### config.mk
export PLATFORM = sky130hd
export DESIGN_NAME = expression_tokenizer
export DESIGN_NICKNAME = d
export VERILOG_FILES = /design/src/rtl/core/exptok_pkg.sv /design/src/rtl/core/expression_tokenizer.sv
export SDC_FILE = /design/constraint.sdc
export NUM_CORES = 1
export LEC_CHECK = 0
export BUFFER_PORTS_ARGS = -buffer_cell sky130_fd_sc_hd__buf_2
export CAP_MARGIN = 30
export CORE_ASPECT_RATIO = 0.9
export CORE_MARGIN = 2
export CORE_UTILIZATION = 30
export CTS_CLUSTER_SIZE = 20
export DETAILED_ROUTE_END_ITERATION = 16
export SYNTH_ARGS = -nofsm -noshare
export SYNTH_HDL_FRONTEND = slang
export SYNTH_SLANG_ARGS = --single-unit
### constraint.sdc
create_clock -name clk -period 6.5 [get_ports clk]
set_input_delay 1.95 -clock clk [delete_from_list [all_inputs] [get_ports clk]]
set_output_delay 1.95 -clock clk [all_outputs]
set_load 0.05 [all_outputs]
### src/rtl/core/exptok_pkg.sv
`timescale 1ns / 1ps
// ----------------------------------------------------------------------------
// exptok_pkg: shared types and constants for the expression tokenizer
// Character codes, token kinds, scan modes and the result record that the
// tokenizer queues and the port checker decodes.
// ----------------------------------------------------------------------------
package exptok_pkg;

  // Default width of the character offset and run length counters
  localparam int OFFSET_WIDTH_DEF = 16;

  // Result queue depth (one item may queue two tokens)
  localparam int QUEUE_DEPTH = 4;

  // Field widths on the result side
  localparam int CHAR_W   = 8;
  localparam int KIND_W   = 3;
  localparam int VALUE_W  = 31;
  localparam int POS_W    = 16;
  localparam int TDATA_W  = 72;

  // Largest number value (saturation point)
  localparam logic [VALUE_W-1:0] VALUE_MAX = {VALUE_W{1'b1}};

  // Character codes
  localparam logic [7:0] CH_NUL   = 8'h00;
  localparam logic [7:0] CH_TAB   = 8'h09;
  localparam logic [7:0] CH_CR    = 8'h0D;
  localparam logic [7:0] CH_SPACE = 8'h20;
  localparam logic [7:0] CH_PLUS  = 8'h2B;
  localparam logic [7:0] CH_MINUS = 8'h2D;
  localparam logic [7:0] CH_STAR  = 8'h2A;
  localparam logic [7:0] CH_SLASH = 8'h2F;
  localparam logic [7:0] CH_LPAR  = 8'h28;
  localparam logic [7:0] CH_RPAR  = 8'h29;
  localparam logic [7:0] CH_SEMI  = 8'h3B;
  localparam logic [7:0] CH_EQ    = 8'h3D;
  localparam logic [7:0] CH_DIG0  = 8'h30;
  localparam logic [7:0] CH_DIG9  = 8'h39;
  localparam logic [7:0] CH_LOWA  = 8'h61;
  localparam logic [7:0] CH_LOWZ  = 8'h7A;

  // Token kinds
  typedef enum logic [KIND_W-1:0] {
    KIND_PUNCT  = 3'd0,
    KIND_NUMBER = 3'd1,
    KIND_IDENT  = 3'd2,
    KIND_END    = 3'd3,
    KIND_ERROR  = 3'd4
  } kind_t;

  // Scan modes
  typedef enum logic [1:0] {
    MODE_IDLE    = 2'd0,
    MODE_IDENT   = 2'd1,
    MODE_NUMBER  = 2'd2,
    MODE_DISCARD = 2'd3
  } mode_t;

  // One result token
  typedef struct packed {
    logic               last;
    logic [POS_W-1:0]   length;
    logic [POS_W-1:0]   start;
    logic [VALUE_W-1:0] value;
    logic [CHAR_W-1:0]  ch;
    kind_t              kind;
  } token_t;

  function automatic logic is_space(input logic [7:0] c);
    return (c == CH_SPACE) || ((c >= CH_TAB) && (c <= CH_CR));
  endfunction

  function automatic logic is_punct(input logic [7:0] c);
    return (c == CH_PLUS) || (c == CH_MINUS) || (c == CH_STAR) || (c == CH_SLASH) ||
           (c == CH_LPAR) || (c == CH_RPAR) || (c == CH_SEMI) || (c == CH_EQ);
  endfunction

endpackage

### src/rtl/core/expression_tokenizer.sv
`timescale 1ns / 1ps
// ----------------------------------------------------------------------------
// expression_tokenizer: character stream to token stream
// Skips whitespace, emits punctuation, identifier, number, end and error
// tokens, each with its start offset and length.
// ----------------------------------------------------------------------------
//
//  channel  | dir | fields
//  ---------+-----+-----------------------------------------------------------
//  s_axis   | in  | tdata[7:0] char_in
//  m_axis   | out | tuser kind, tdata char/value/start/length, tlast last
//
// One character is classified and the scan state updated in the cycle its
// transfer completes; its tokens (none, one or two) enter a four-entry result
// queue in that cycle and appear on m_axis from the next cycle on.
// s_axis_tready is high while the queue has room for two tokens, so one
// character per cycle is taken as long as m_axis drains about one token a
// cycle; a stalled m_axis fills the queue and then holds s_axis off.
// Synchronous reset returns the scan to idle at offset 0 and empties the queue.
//
module expression_tokenizer #(
  parameter int OFFSET_WIDTH = exptok_pkg::OFFSET_WIDTH_DEF
) (
  input  logic                          clk,
  input  logic                          rst,
  input  logic                          s_axis_tvalid,
  output logic                          s_axis_tready,
  input  logic [7:0]                    s_axis_tdata,   // [7:0] char_in
  output logic                          m_axis_tvalid,
  input  logic                          m_axis_tready,
  // [7:0] token_char, [38:8] number_value, [54:39] start_offset,
  // [70:55] token_length, [71] zero
  output logic [exptok_pkg::TDATA_W-1:0] m_axis_tdata,
  output logic [exptok_pkg::KIND_W-1:0]  m_axis_tuser,   // [2:0] token_kind
  output logic                          m_axis_tlast    // last_token
);
  import exptok_pkg::*;

  localparam int OW    = OFFSET_WIDTH;
  localparam int PTR_W = $clog2(QUEUE_DEPTH);
  localparam int CNT_W = $clog2(QUEUE_DEPTH + 1);
  localparam logic [OW-1:0] RUN_MAX = {OW{1'b1}};
  localparam logic [OW-1:0] ONE_OW  = {{(OW-1){1'b0}}, 1'b1};

  // Scan state
  mode_t              mode, mode_next;
  logic [VALUE_W-1:0] acc, acc_next;
  logic [OW-1:0]      run_start, run_start_next;
  logic [OW-1:0]      run_length, run_length_next;
  logic [7:0]         first_letter, first_letter_next;
  logic [OW-1:0]      char_offset, char_offset_next;

  // Result queue
  token_t             queue [QUEUE_DEPTH];
  logic [PTR_W-1:0]   wr_ptr, rd_ptr;
  logic [CNT_W-1:0]   count;

  logic               in_xfer, out_xfer;
  logic [7:0]         c;
  logic               letter, digit, space, punct, nul;
  logic [VALUE_W+3:0] acc_x10;
  logic [VALUE_W-1:0] acc_sat;
  logic [OW-1:0]      run_grown;
  logic               flush;
  token_t             tok_run, tok_char, res0, res1;
  logic               run_valid, char_valid;
  logic [1:0]         n_res;

  assign in_xfer  = s_axis_tvalid && s_axis_tready;
  assign out_xfer = m_axis_tvalid && m_axis_tready;
  assign s_axis_tready = (count <= CNT_W'(QUEUE_DEPTH - 2));

  // Character classes
  assign c      = s_axis_tdata;
  assign letter = (c >= CH_LOWA) && (c <= CH_LOWZ);
  assign digit  = (c >= CH_DIG0) && (c <= CH_DIG9);
  assign space  = is_space(c);
  assign punct  = is_punct(c);
  assign nul    = (c == CH_NUL);

  // Decimal accumulate: acc*10 + digit as shift-add, saturating
  assign acc_x10 = {1'b0, acc, 3'b000} + {3'b000, acc, 1'b0} + {{VALUE_W{1'b0}}, c[3:0]};
  assign acc_sat = (acc_x10[VALUE_W+3:VALUE_W] != 4'd0) ? VALUE_MAX : acc_x10[VALUE_W-1:0];
  assign run_grown = (run_length == RUN_MAX) ? run_length : run_length + ONE_OW;

  // A pending run (or idle) is closed by anything that does not extend it
  assign flush = (mode != MODE_DISCARD) && !((mode == MODE_IDENT) && letter) &&
                 !((mode == MODE_NUMBER) && digit);

  // Next scan state
  always_comb begin
    mode_next         = mode;
    acc_next          = acc;
    run_start_next    = run_start;
    run_length_next   = run_length;
    first_letter_next = first_letter;
    char_offset_next  = char_offset + ONE_OW;
    if (mode == MODE_DISCARD) begin
      if (nul) begin
        mode_next         = MODE_IDLE;
        acc_next          = '0;
        run_start_next    = '0;
        run_length_next   = '0;
        first_letter_next = '0;
        char_offset_next  = '0;
      end
    end else if ((mode == MODE_IDENT) && letter) begin
      run_length_next = run_grown;
    end else if ((mode == MODE_NUMBER) && digit) begin
      acc_next        = acc_sat;
      run_length_next = run_grown;
    end else begin
      mode_next = MODE_IDLE;
      if (nul) begin
        acc_next          = '0;
        run_start_next    = '0;
        run_length_next   = '0;
        first_letter_next = '0;
        char_offset_next  = '0;
      end else if (space || punct) begin
        mode_next = MODE_IDLE;
      end else if (letter) begin
        mode_next         = MODE_IDENT;
        first_letter_next = c;
        run_start_next    = char_offset;
        run_length_next   = ONE_OW;
        acc_next          = '0;
      end else if (digit) begin
        mode_next         = MODE_NUMBER;
        first_letter_next = '0;
        run_start_next    = char_offset;
        run_length_next   = ONE_OW;
        acc_next          = {{(VALUE_W-4){1'b0}}, c[3:0]};
      end else begin
        mode_next = MODE_DISCARD;
      end
    end
  end

  // Tokens for this character
  always_comb begin
    tok_run        = '0;
    tok_run.start  = POS_W'(run_start);
    tok_run.length = POS_W'(run_length);
    run_valid      = 1'b0;
    case (mode)
      MODE_IDENT: begin
        tok_run.kind = KIND_IDENT;
        tok_run.ch   = first_letter;
        run_valid    = flush;
      end
      MODE_NUMBER: begin
        tok_run.kind  = KIND_NUMBER;
        tok_run.value = acc;
        run_valid     = flush;
      end
      default: begin
        run_valid = 1'b0;
      end
    endcase

    tok_char        = '0;
    tok_char.start  = POS_W'(char_offset);
    tok_char.length = POS_W'(1);
    tok_char.ch     = c;
    char_valid      = 1'b0;
    if (flush) begin
      if (nul) begin
        tok_char.kind   = KIND_END;
        tok_char.ch     = '0;
        tok_char.length = '0;
        tok_char.last   = 1'b1;
        char_valid      = 1'b1;
      end else if (punct) begin
        tok_char.kind = KIND_PUNCT;
        char_valid    = 1'b1;
      end else if (!space && !letter && !digit) begin
        tok_char.kind = KIND_ERROR;
        tok_char.last = 1'b1;
        char_valid    = 1'b1;
      end
    end

    // Flushed run goes first
    if (run_valid) begin
      res0  = tok_run;
      res1  = tok_char;
      n_res = char_valid ? 2'd2 : 2'd1;
    end else begin
      res0  = tok_char;
      res1  = tok_char;
      n_res = char_valid ? 2'd1 : 2'd0;
    end
  end

  // Scan state registers
  always_ff @(posedge clk) begin
    if (rst) begin
      mode         <= MODE_IDLE;
      acc          <= '0;
      run_start    <= '0;
      run_length   <= '0;
      first_letter <= '0;
      char_offset  <= '0;
    end else if (in_xfer) begin
      mode         <= mode_next;
      acc          <= acc_next;
      run_start    <= run_start_next;
      run_length   <= run_length_next;
      first_letter <= first_letter_next;
      char_offset  <= char_offset_next;
    end
  end

  // Result queue storage
  always_ff @(posedge clk) begin
    if (in_xfer && (n_res != 2'd0)) begin
      queue[wr_ptr] <= res0;
    end
    if (in_xfer && (n_res == 2'd2)) begin
      queue[wr_ptr + PTR_W'(1)] <= res1;
    end
  end

  // Result queue pointers
  always_ff @(posedge clk) begin
    if (rst) begin
      wr_ptr <= '0;
      rd_ptr <= '0;
      count  <= '0;
    end else begin
      if (in_xfer) begin
        wr_ptr <= wr_ptr + PTR_W'(n_res);
      end
      if (out_xfer) begin
        rd_ptr <= rd_ptr + PTR_W'(1);
      end
      count <= count + (in_xfer ? CNT_W'(n_res) : CNT_W'(0)) -
               (out_xfer ? CNT_W'(1) : CNT_W'(0));
    end
  end

  // Result port
  assign m_axis_tvalid = (count != '0);
  assign m_axis_tuser  = queue[rd_ptr].kind;
  assign m_axis_tlast  = queue[rd_ptr].last;
  assign m_axis_tdata  = {1'b0, queue[rd_ptr].length, queue[rd_ptr].start,
                          queue[rd_ptr].value, queue[rd_ptr].ch};

endmodule

==> results of run 1 <==
[cell usage after synthesis, types with 13 or more instances]
cell type  count
nor3_1        14
a21o_1        19
nand4_1       14
a22o_1       264
a32o_1        35
buf_2         41
and3_1        19
o21ai_0       38
xnor2_1       30
nor2b_1       13
a21oi_1       80
buf_1         15
nand2_1       82
ha_1          75
nand3_1       28
nor2_1        81
dfxtp_1      282
o41ai_1       17
mux4_2        75
edfxtp_1     116
inv_1         28
xor2_1        21
clkbuf_1      84
[kinds of logic (layout without fill, tap and decap cells)]
kind of cell,Yosys count,in the layout,share of synthesized area [%]
compound gates,514,514,21.5
xor+xnor,51,51,2.37
fa+ha+maj,78,78,5.31
buf+inv,177,247,4.03
flops,398,398,48.5
mux,85,85,9.51
other cells,1,1,0.0199
simple gates,321,321,8.74
[state kept, by name, summed over array words and instances, names as in the netlist, named ones only]
signal,cells
count,3
run_length,16
rd_ptr,2
acc,31
queue,300
first_letter,8
run_start,16
mode,2
wr_ptr,2
char_offset,16
[per-layer routing]
layer / up-vias / GRT usage [%] / wire length [um]
met4: 8 / 4.58 / 1200
met5: - / 0 / 46
met2: 501 / 25.5 / 24500
met1: 7038 / 21.9 / 23200
met3: 93 / 3.42 / 3760
li1: 6384 / - / -
[layout make-up]
cell class              instances  share of cell area [%]
well taps                     845                    4.90
flip-flops and latches        398                    42.3
clock inverters                19                    1.03
repair buffers                141                    4.07
clock buffers                  59                    5.58
inverters                      28                   0.487
multi-input cells            1050                    41.6
[per-stage QoR]
step                      cell area [um^2]  cells  utilization [%]
after floorplan                      18800   1625                -
after global placement               20100   2460             32.3
after detailed placement             20200   2462             32.3
after CTS                            21600   2540             34.6
after global routing                 21600   2540             34.6
final                                21600   2540             34.6
[power groups by stage]
stage          Combinational, mW  Sequential (mW)  Clock (mW)
2_1_floorplan               1.15             2.82           0
3_3_place_gp                1.52             2.93           0
3_5_place_dp                1.60             2.89           0
4_1_cts                     1.60             2.84        2.54
5_1_grt                     1.68             2.85        2.63
6_report                    1.58             2.84        2.48
[worst min path at each step]
stage	to	slack, ns
2_1_floorplan	queue[1][63]	0.44
3_3_place_gp	queue[2][11]	0.46
3_5_place_dp	queue[0][32]	0.46
4_1_cts	queue[1][34]	0.48
5_1_grt	queue[2][24]	0.49
6_report	queue[1][30]	0.48
==> impl_metrics.json, run 1 <==
{
  "status": "finished, final reports clean",
  "timing.rr.end": "acc[23]",
  "synth_edf_count": 116,
  "cpMostUsedCell": "buf_4",
  "grt_max_degree": 47,
  "skew_ns": 0.0201,
  "yosysWarnings": 0,
  "power_frac_comb_pct": 23.0,
  "numCtsBuffers": 42,
  "pre_cts_slack_ns": 0.832,
  "cp_slowest_stage_delay_ns": 0.71,
  "startpoint": "s_axis_tdata[5]",
  "period_minus_slack_ns": 5.13,
  "seqPwrFrac_pct": 41.1,
  "post_cts_buffers": 0,
  "rows": 87,
  "max_freq_ghz": 0.195,
  "clk_pin_slew_ns": 0.06,
  "worstMarginPinSlew_ns": 0.910,
  "cp_slowest_cell": "nor2b_4",
  "cp-start-kind": "primary input",
  "post-synth-top-area-fraction_pct": 30.0,
  "synthDistinctLibCells": 72,
  "power_mw": 6.90,
  "finalSetupViolCount": 0,
  "hold_viol_final": 0,
  "fin_nets": 1751,
  "syn-num-nets": 1715,
  "worst_ep_required_time_ns": 7.01,
  "cts_max_level": 2,
  "drc": 0,
  "ys_ff_latch": 398,
  "finalMaxSlewViolations": 0,
  "tns_ns": 0,
  "vias_per_cell": 5.52,
  "holdWs_ns": 0.476,
  "n_antenna_cell": 0,
  "core_region_area_mm2": 0.0624,
  "reg2reg_from": "acc[0]",
  "cp_max_fo": 25,
  "synth_area_mm2": 0.0188,
  "clock_power_share_pct": 36.0,
  "cts_resized": 0,
  "p_leak_nw": 8.25,
  "yosys-top-cells-area": "dfxtp_1, edfxtp_1, a22o_1, mux4_2, ha_1",
  "rsz0062_at_grt": "false",
  "areaGrowthSynthToFinish_pct": 14.8,
  "regArea_mm2": 0.00914,
  "path_class": "primary input to flip-flop",
  "min_from": "queue[1][30]",
  "portBuffers": 88,
  "die_w_um": 268,
  "ioPinCount": 90,
  "avgSynthCellArea_um2": 11.6,
  "drt-initial-drc-count": 1170,
  "drt_wl_total_um": 52700,
  "tritoncts": "yes",
  "p_per_area_mw_per_mm2": 320,
  "die_h_um": 242,
  "setup_ws_ns": 1.37,
  "clkLatencyLatePin_ns": 0.58,
  "crit_buf_inv": 4,
  "ys.flop_type": "dfxtp_1",
  "r2r_cells": 12,
  "grt_first_pass_wirelength_um": 81800,
  "drv_cap": 0,
  "crit_chain": "buf_2 -> nor3b_1 -> and3_1 -> and2_1 -> a21oi_1 -> nand2_1 -> nor2_2 -> inv_1 -> ha_1 -> nor4_1 -> buf_4 -> nor2b_4 -> buf_4 -> a22o_1",
  "dr.pass1.iters": 7,
  "hold_buffers": 0,
  "wl_per_cell_um": 20.8,
  "fillers": 6082,
  "whs_path_depth": 1,
  "async_flop_share_pct": 0,
  "crit_path_end_kind": "flip-flop",
  "ys_seq_area_share_pct": 48.5,
  "hp-class": "flip-flop to flip-flop",
  "cp_data_arrival_time_ns": 5.64,
  "cellInternalPower_mw": 4.65,
  "period_share_pct": 78.9,
  "p_sw_mw": 2.25,
  "peakVddDrop_mv": 0.154,
  "overflow": 0,
  "grt_util_all_layers_pct": 16.0,
  "maxSlewHeadroom_pct": 39.2,
  "cp-endpoint": "queue[0][34]",
  "layout_common_cells": "dfxtp_1, a22o_1, edfxtp_1",
  "rrSetupSlack_ns": 2.50,
  "gp_congestion": 0.872,
  "p_sw_share_pct": 32.7,
  "clockRootBuffer": "clkbuf_16",
  "vias": 14024,
  "critical-path-top-delay-family": "simple AND/OR/NAND/NOR gates",
  "cts.path.max_buffers": 3,
  "cp_num_cells": 14,
  "grt_pass1_vias": 13792,
  "start_util_pct": 30.2,
  "synth_cells": 1625,
  "final_common_cell": "dfxtp_1",
  "hpwl_um": 33600,
  "drive_gt1_share_pct": 18.5,
  "multi_input_area_mm2": 0.00899,
  "yosysTopAreaCell": "dfxtp_1",
  "cts_sinks": 398,
  "antenna_found_initial": 4,
  "dieArea_mm2": 0.0647,
  "ant_nets": 0
}
No activity file was read; power rests on OpenSTA's default activity.
==> inputs of run 2 (changes only) <==
--- a/config.mk
+++ b/config.mk
@@ -5,6 +5,7 @@
 export SDC_FILE = /design/constraint.sdc
 export NUM_CORES = 1
 export LEC_CHECK = 0
+export ABC_AREA = 1
 export BUFFER_PORTS_ARGS = -buffer_cell sky130_fd_sc_hd__buf_2
 export CAP_MARGIN = 30
 export CORE_ASPECT_RATIO = 0.9
==> constraint.sdc (replaced) <==
create_clock -name clk -period 4.7 [get_ports clk]
set_input_delay 1.41 -clock clk [delete_from_list [all_inputs] [get_ports clk]]
set_output_delay 1.41 -clock clk [all_outputs]
set_load 0.05 [all_outputs]
==> run 2 against run 1 <==
Non-clock buffer count rose by 11; clock power rose by 37%; hold slack got worse by 0.033 ns; sequential power rose by 38%.
==> impl_metrics.json, run 2 <==
{
  "status": "finished, final reports clean",
  "synth_area_mm2": 0.0200,
  "top_register": "queue",
  "portBuffers": 88,
  "grt_max_degree": 123,
  "grt_pass1_vias": 16716,
  "async_flop_share_pct": 0,
  "worst_ep_required_time_ns": 3.29,
  "yosysTopAreaCell": "dfxtp_1",
  "vias_per_cell": 5.16,
  "critical-path-top-delay-family": "buffers and inverters",
  "die_h_um": 249,
  "skew_ns": 0.0151,
  "p_per_area_mw_per_mm2": 467,
  "clockRootBuffer": "clkbuf_16",
  "cp_slowest_cell": "dfxtp_4",
  "finalMaxSlewViolations": 0,
  "final_common_cell": "nand2_1",
  "synth_cells": 2598,
  "vias": 18175,
  "reg.largest.list": "queue: 300 flops, acc: 31 flops",
  "dieArea_mm2": 0.0689,
  "period_minus_slack_ns": 4.10,
  "peakVddDrop_mv": 0.275,
  "ant_nets": 0,
  "cts_resized": 0,
  "crit_chain": "inv_4 -> buf_4 -> o21ai_0 -> o22ai_1 -> buf_2",
  "crit_path_end_kind": "output port",
  "drt_wl_total_um": 61200,
  "core_region_area_mm2": 0.0658,
  "period_share_pct": 87.3,
  "rsz0062_at_grt": "false",
  "largest_reg_flops": 300,
  "finalNonFillerCells": 3524,
  "ys_ff_latch": 398,
  "ys_top_cells_by_count": "nand2_1, o21ai_0, nand3_1",
  "overflow": 0,
  "cp_max_fo": 36,
  "p_leak_nw": 9.12,
  "antenna_found_initial": 1,
  "hp-class": "flip-flop to flip-flop",
  "avgSynthCellArea_um2": 7.72,
  "grt_first_pass_wirelength_um": 96700,
  "ys.flop_type": "dfxtp_1",
  "tritoncts": "yes",
  "max_freq_ghz": 0.244,
  "hold_buffers": 0,
  "hold_viol_final": 0,
  "cp_slowest_stage_delay_ns": 0.46,
  "clk_pin_slew_ns": 0.06,
  "cp-start-kind": "flip-flop",
  "post-synth-top-area-fraction_pct": 28.2,
  "fillers": 6891,
  "yosysWarnings": 0,
  "gp_congestion": 0.918,
  "worstMarginPinSlew_ns": 0.744,
  "drc": 0,
  "cts_max_level": 2,
  "numCtsBuffers": 44,
  "die_w_um": 276,
  "layout_common_cells": "nand2_1, o21ai_0, nand3_1",
  "areaGrowthSynthToFinish_pct": 14.4,
  "cp_data_arrival_time_ns": 2.69,
  "start_util_pct": 30.5,
  "yosys-top-cells-area": "dfxtp_1, edfxtp_1, o21ai_0, nand2_1, nand3_1",
  "dpl.cell_count": 3445,
  "drive_gt1_share_pct": 10.4,
  "cts.path.max_buffers": 3,
  "fin_nets": 2717,
  "design_area_mm2": 0.0229,
  "holdWs_ns": 0.443,
  "wl_per_cell_um": 17.4,
  "dr.pass1.iters": 5,
  "power_mw": 10.7,
  "hpwl_um": 40700,
  "cts_sinks": 398,
  "place_area_mm2": 0.0215,
  "grt_util_all_layers_pct": 17.4,
  "tns_ns": 0,
  "post_cts_buffers": 0,
  "synthDistinctLibCells": 48,
  "finalSetupViolCount": 0,
  "ys_seq_area_share_pct": 45.5,
  "syn-num-nets": 2688,
  "drv_cap": 0,
  "clkLatencyLatePin_ns": 0.57,
  "path_class": "flip-flop to output port",
  "drt-initial-drc-count": 1713,
  "rows": 89,
  "maxSlewHeadroom_pct": 50.4,
  "post-synth-top-count-cell": "nand2_1",
  "ioPinCount": 90,
  "crit_buf_inv": 3,
  "synth_edf_count": 116
}
==> run 2: layer usage <==
metal	part of all wire (%)	wire (um)	GRT usage [%]
met5	0.021	13	0
met4	2.4	1450	5.14
met3	6.4	3900	2.66
met2	43	26400	26.4
met1	48	29400	25.3
==> run 2: stage by stage <==
stage          worst slack [ns]  util (%)
2_1_floorplan             0.234         -
3_3_place_gp              0.488      32.7
3_5_place_dp              0.500      32.7
4_1_cts                   0.560      34.9
5_1_grt                   0.469      34.9
6_report                  0.599      34.9
==> run 2: path summary, 6_finish.rpt <==
path	startpoint	to	slack [ns]	cells after the start
worst max-delay path	flip-flop	m_axis_tuser[0]	0.60	5
worst min-delay path	first_letter[7]	first_letter[7]	0.44	2
worst max register to register	acc[0]	acc[4]	1.57	16
worst min register to register	first_letter[7]	first_letter[7]	0.44	2
==> run 2: kinds of logic after synthesis <==
family / count (synthesis) / share of synthesized area [%]
simple gates: 1052 / 22.6
flops: 398 / 45.5
fa+ha+maj: 78 / 4.98
other cells: 1 / 0.0187
buf+inv: 342 / 6.80
compound gates: 696 / 18.7
xor+xnor: 31 / 1.35
==> run 2: power by group <==
group / leakage (nW) / internal (mW) / switching, mW
clock network: 0.695 / 1.99 / 1.39
registers: 3.31 / 3.80 / 0.112
logic: 5.12 / 0.762 / 2.65
==> run 2: worst register-to-register path: stages (launching register included) <==
cell and delay (ns):
dfxtp_1 0.51, fa_1 0.53, fa_1 0.47, nand2_1 0.08, nand2_1 0.07, and2_1 0.18, nand2_1 0.06, nand2_1 0.11
nand2_1 0.08, nand2_1 0.11, nand3_1 0.09, nand2_1 0.07, nor2_2 0.13, buf_4 0.25, nand3_1 0.13, nand2_1 0.07
a21oi_1 0.05
==> run 2: layout make-up <==
type	count	area [um^2]	share of cell area, %
clock buffers	65	1280	5.59
clock inverters	13	118	0.513
repair buffers	152	1100	4.78
multi-input cells	1858	9570	41.7
inverters	173	659	2.87
well taps	864	1080	4.71
diodes	1	2.50	0.0109
flip-flops and latches	398	9130	39.8
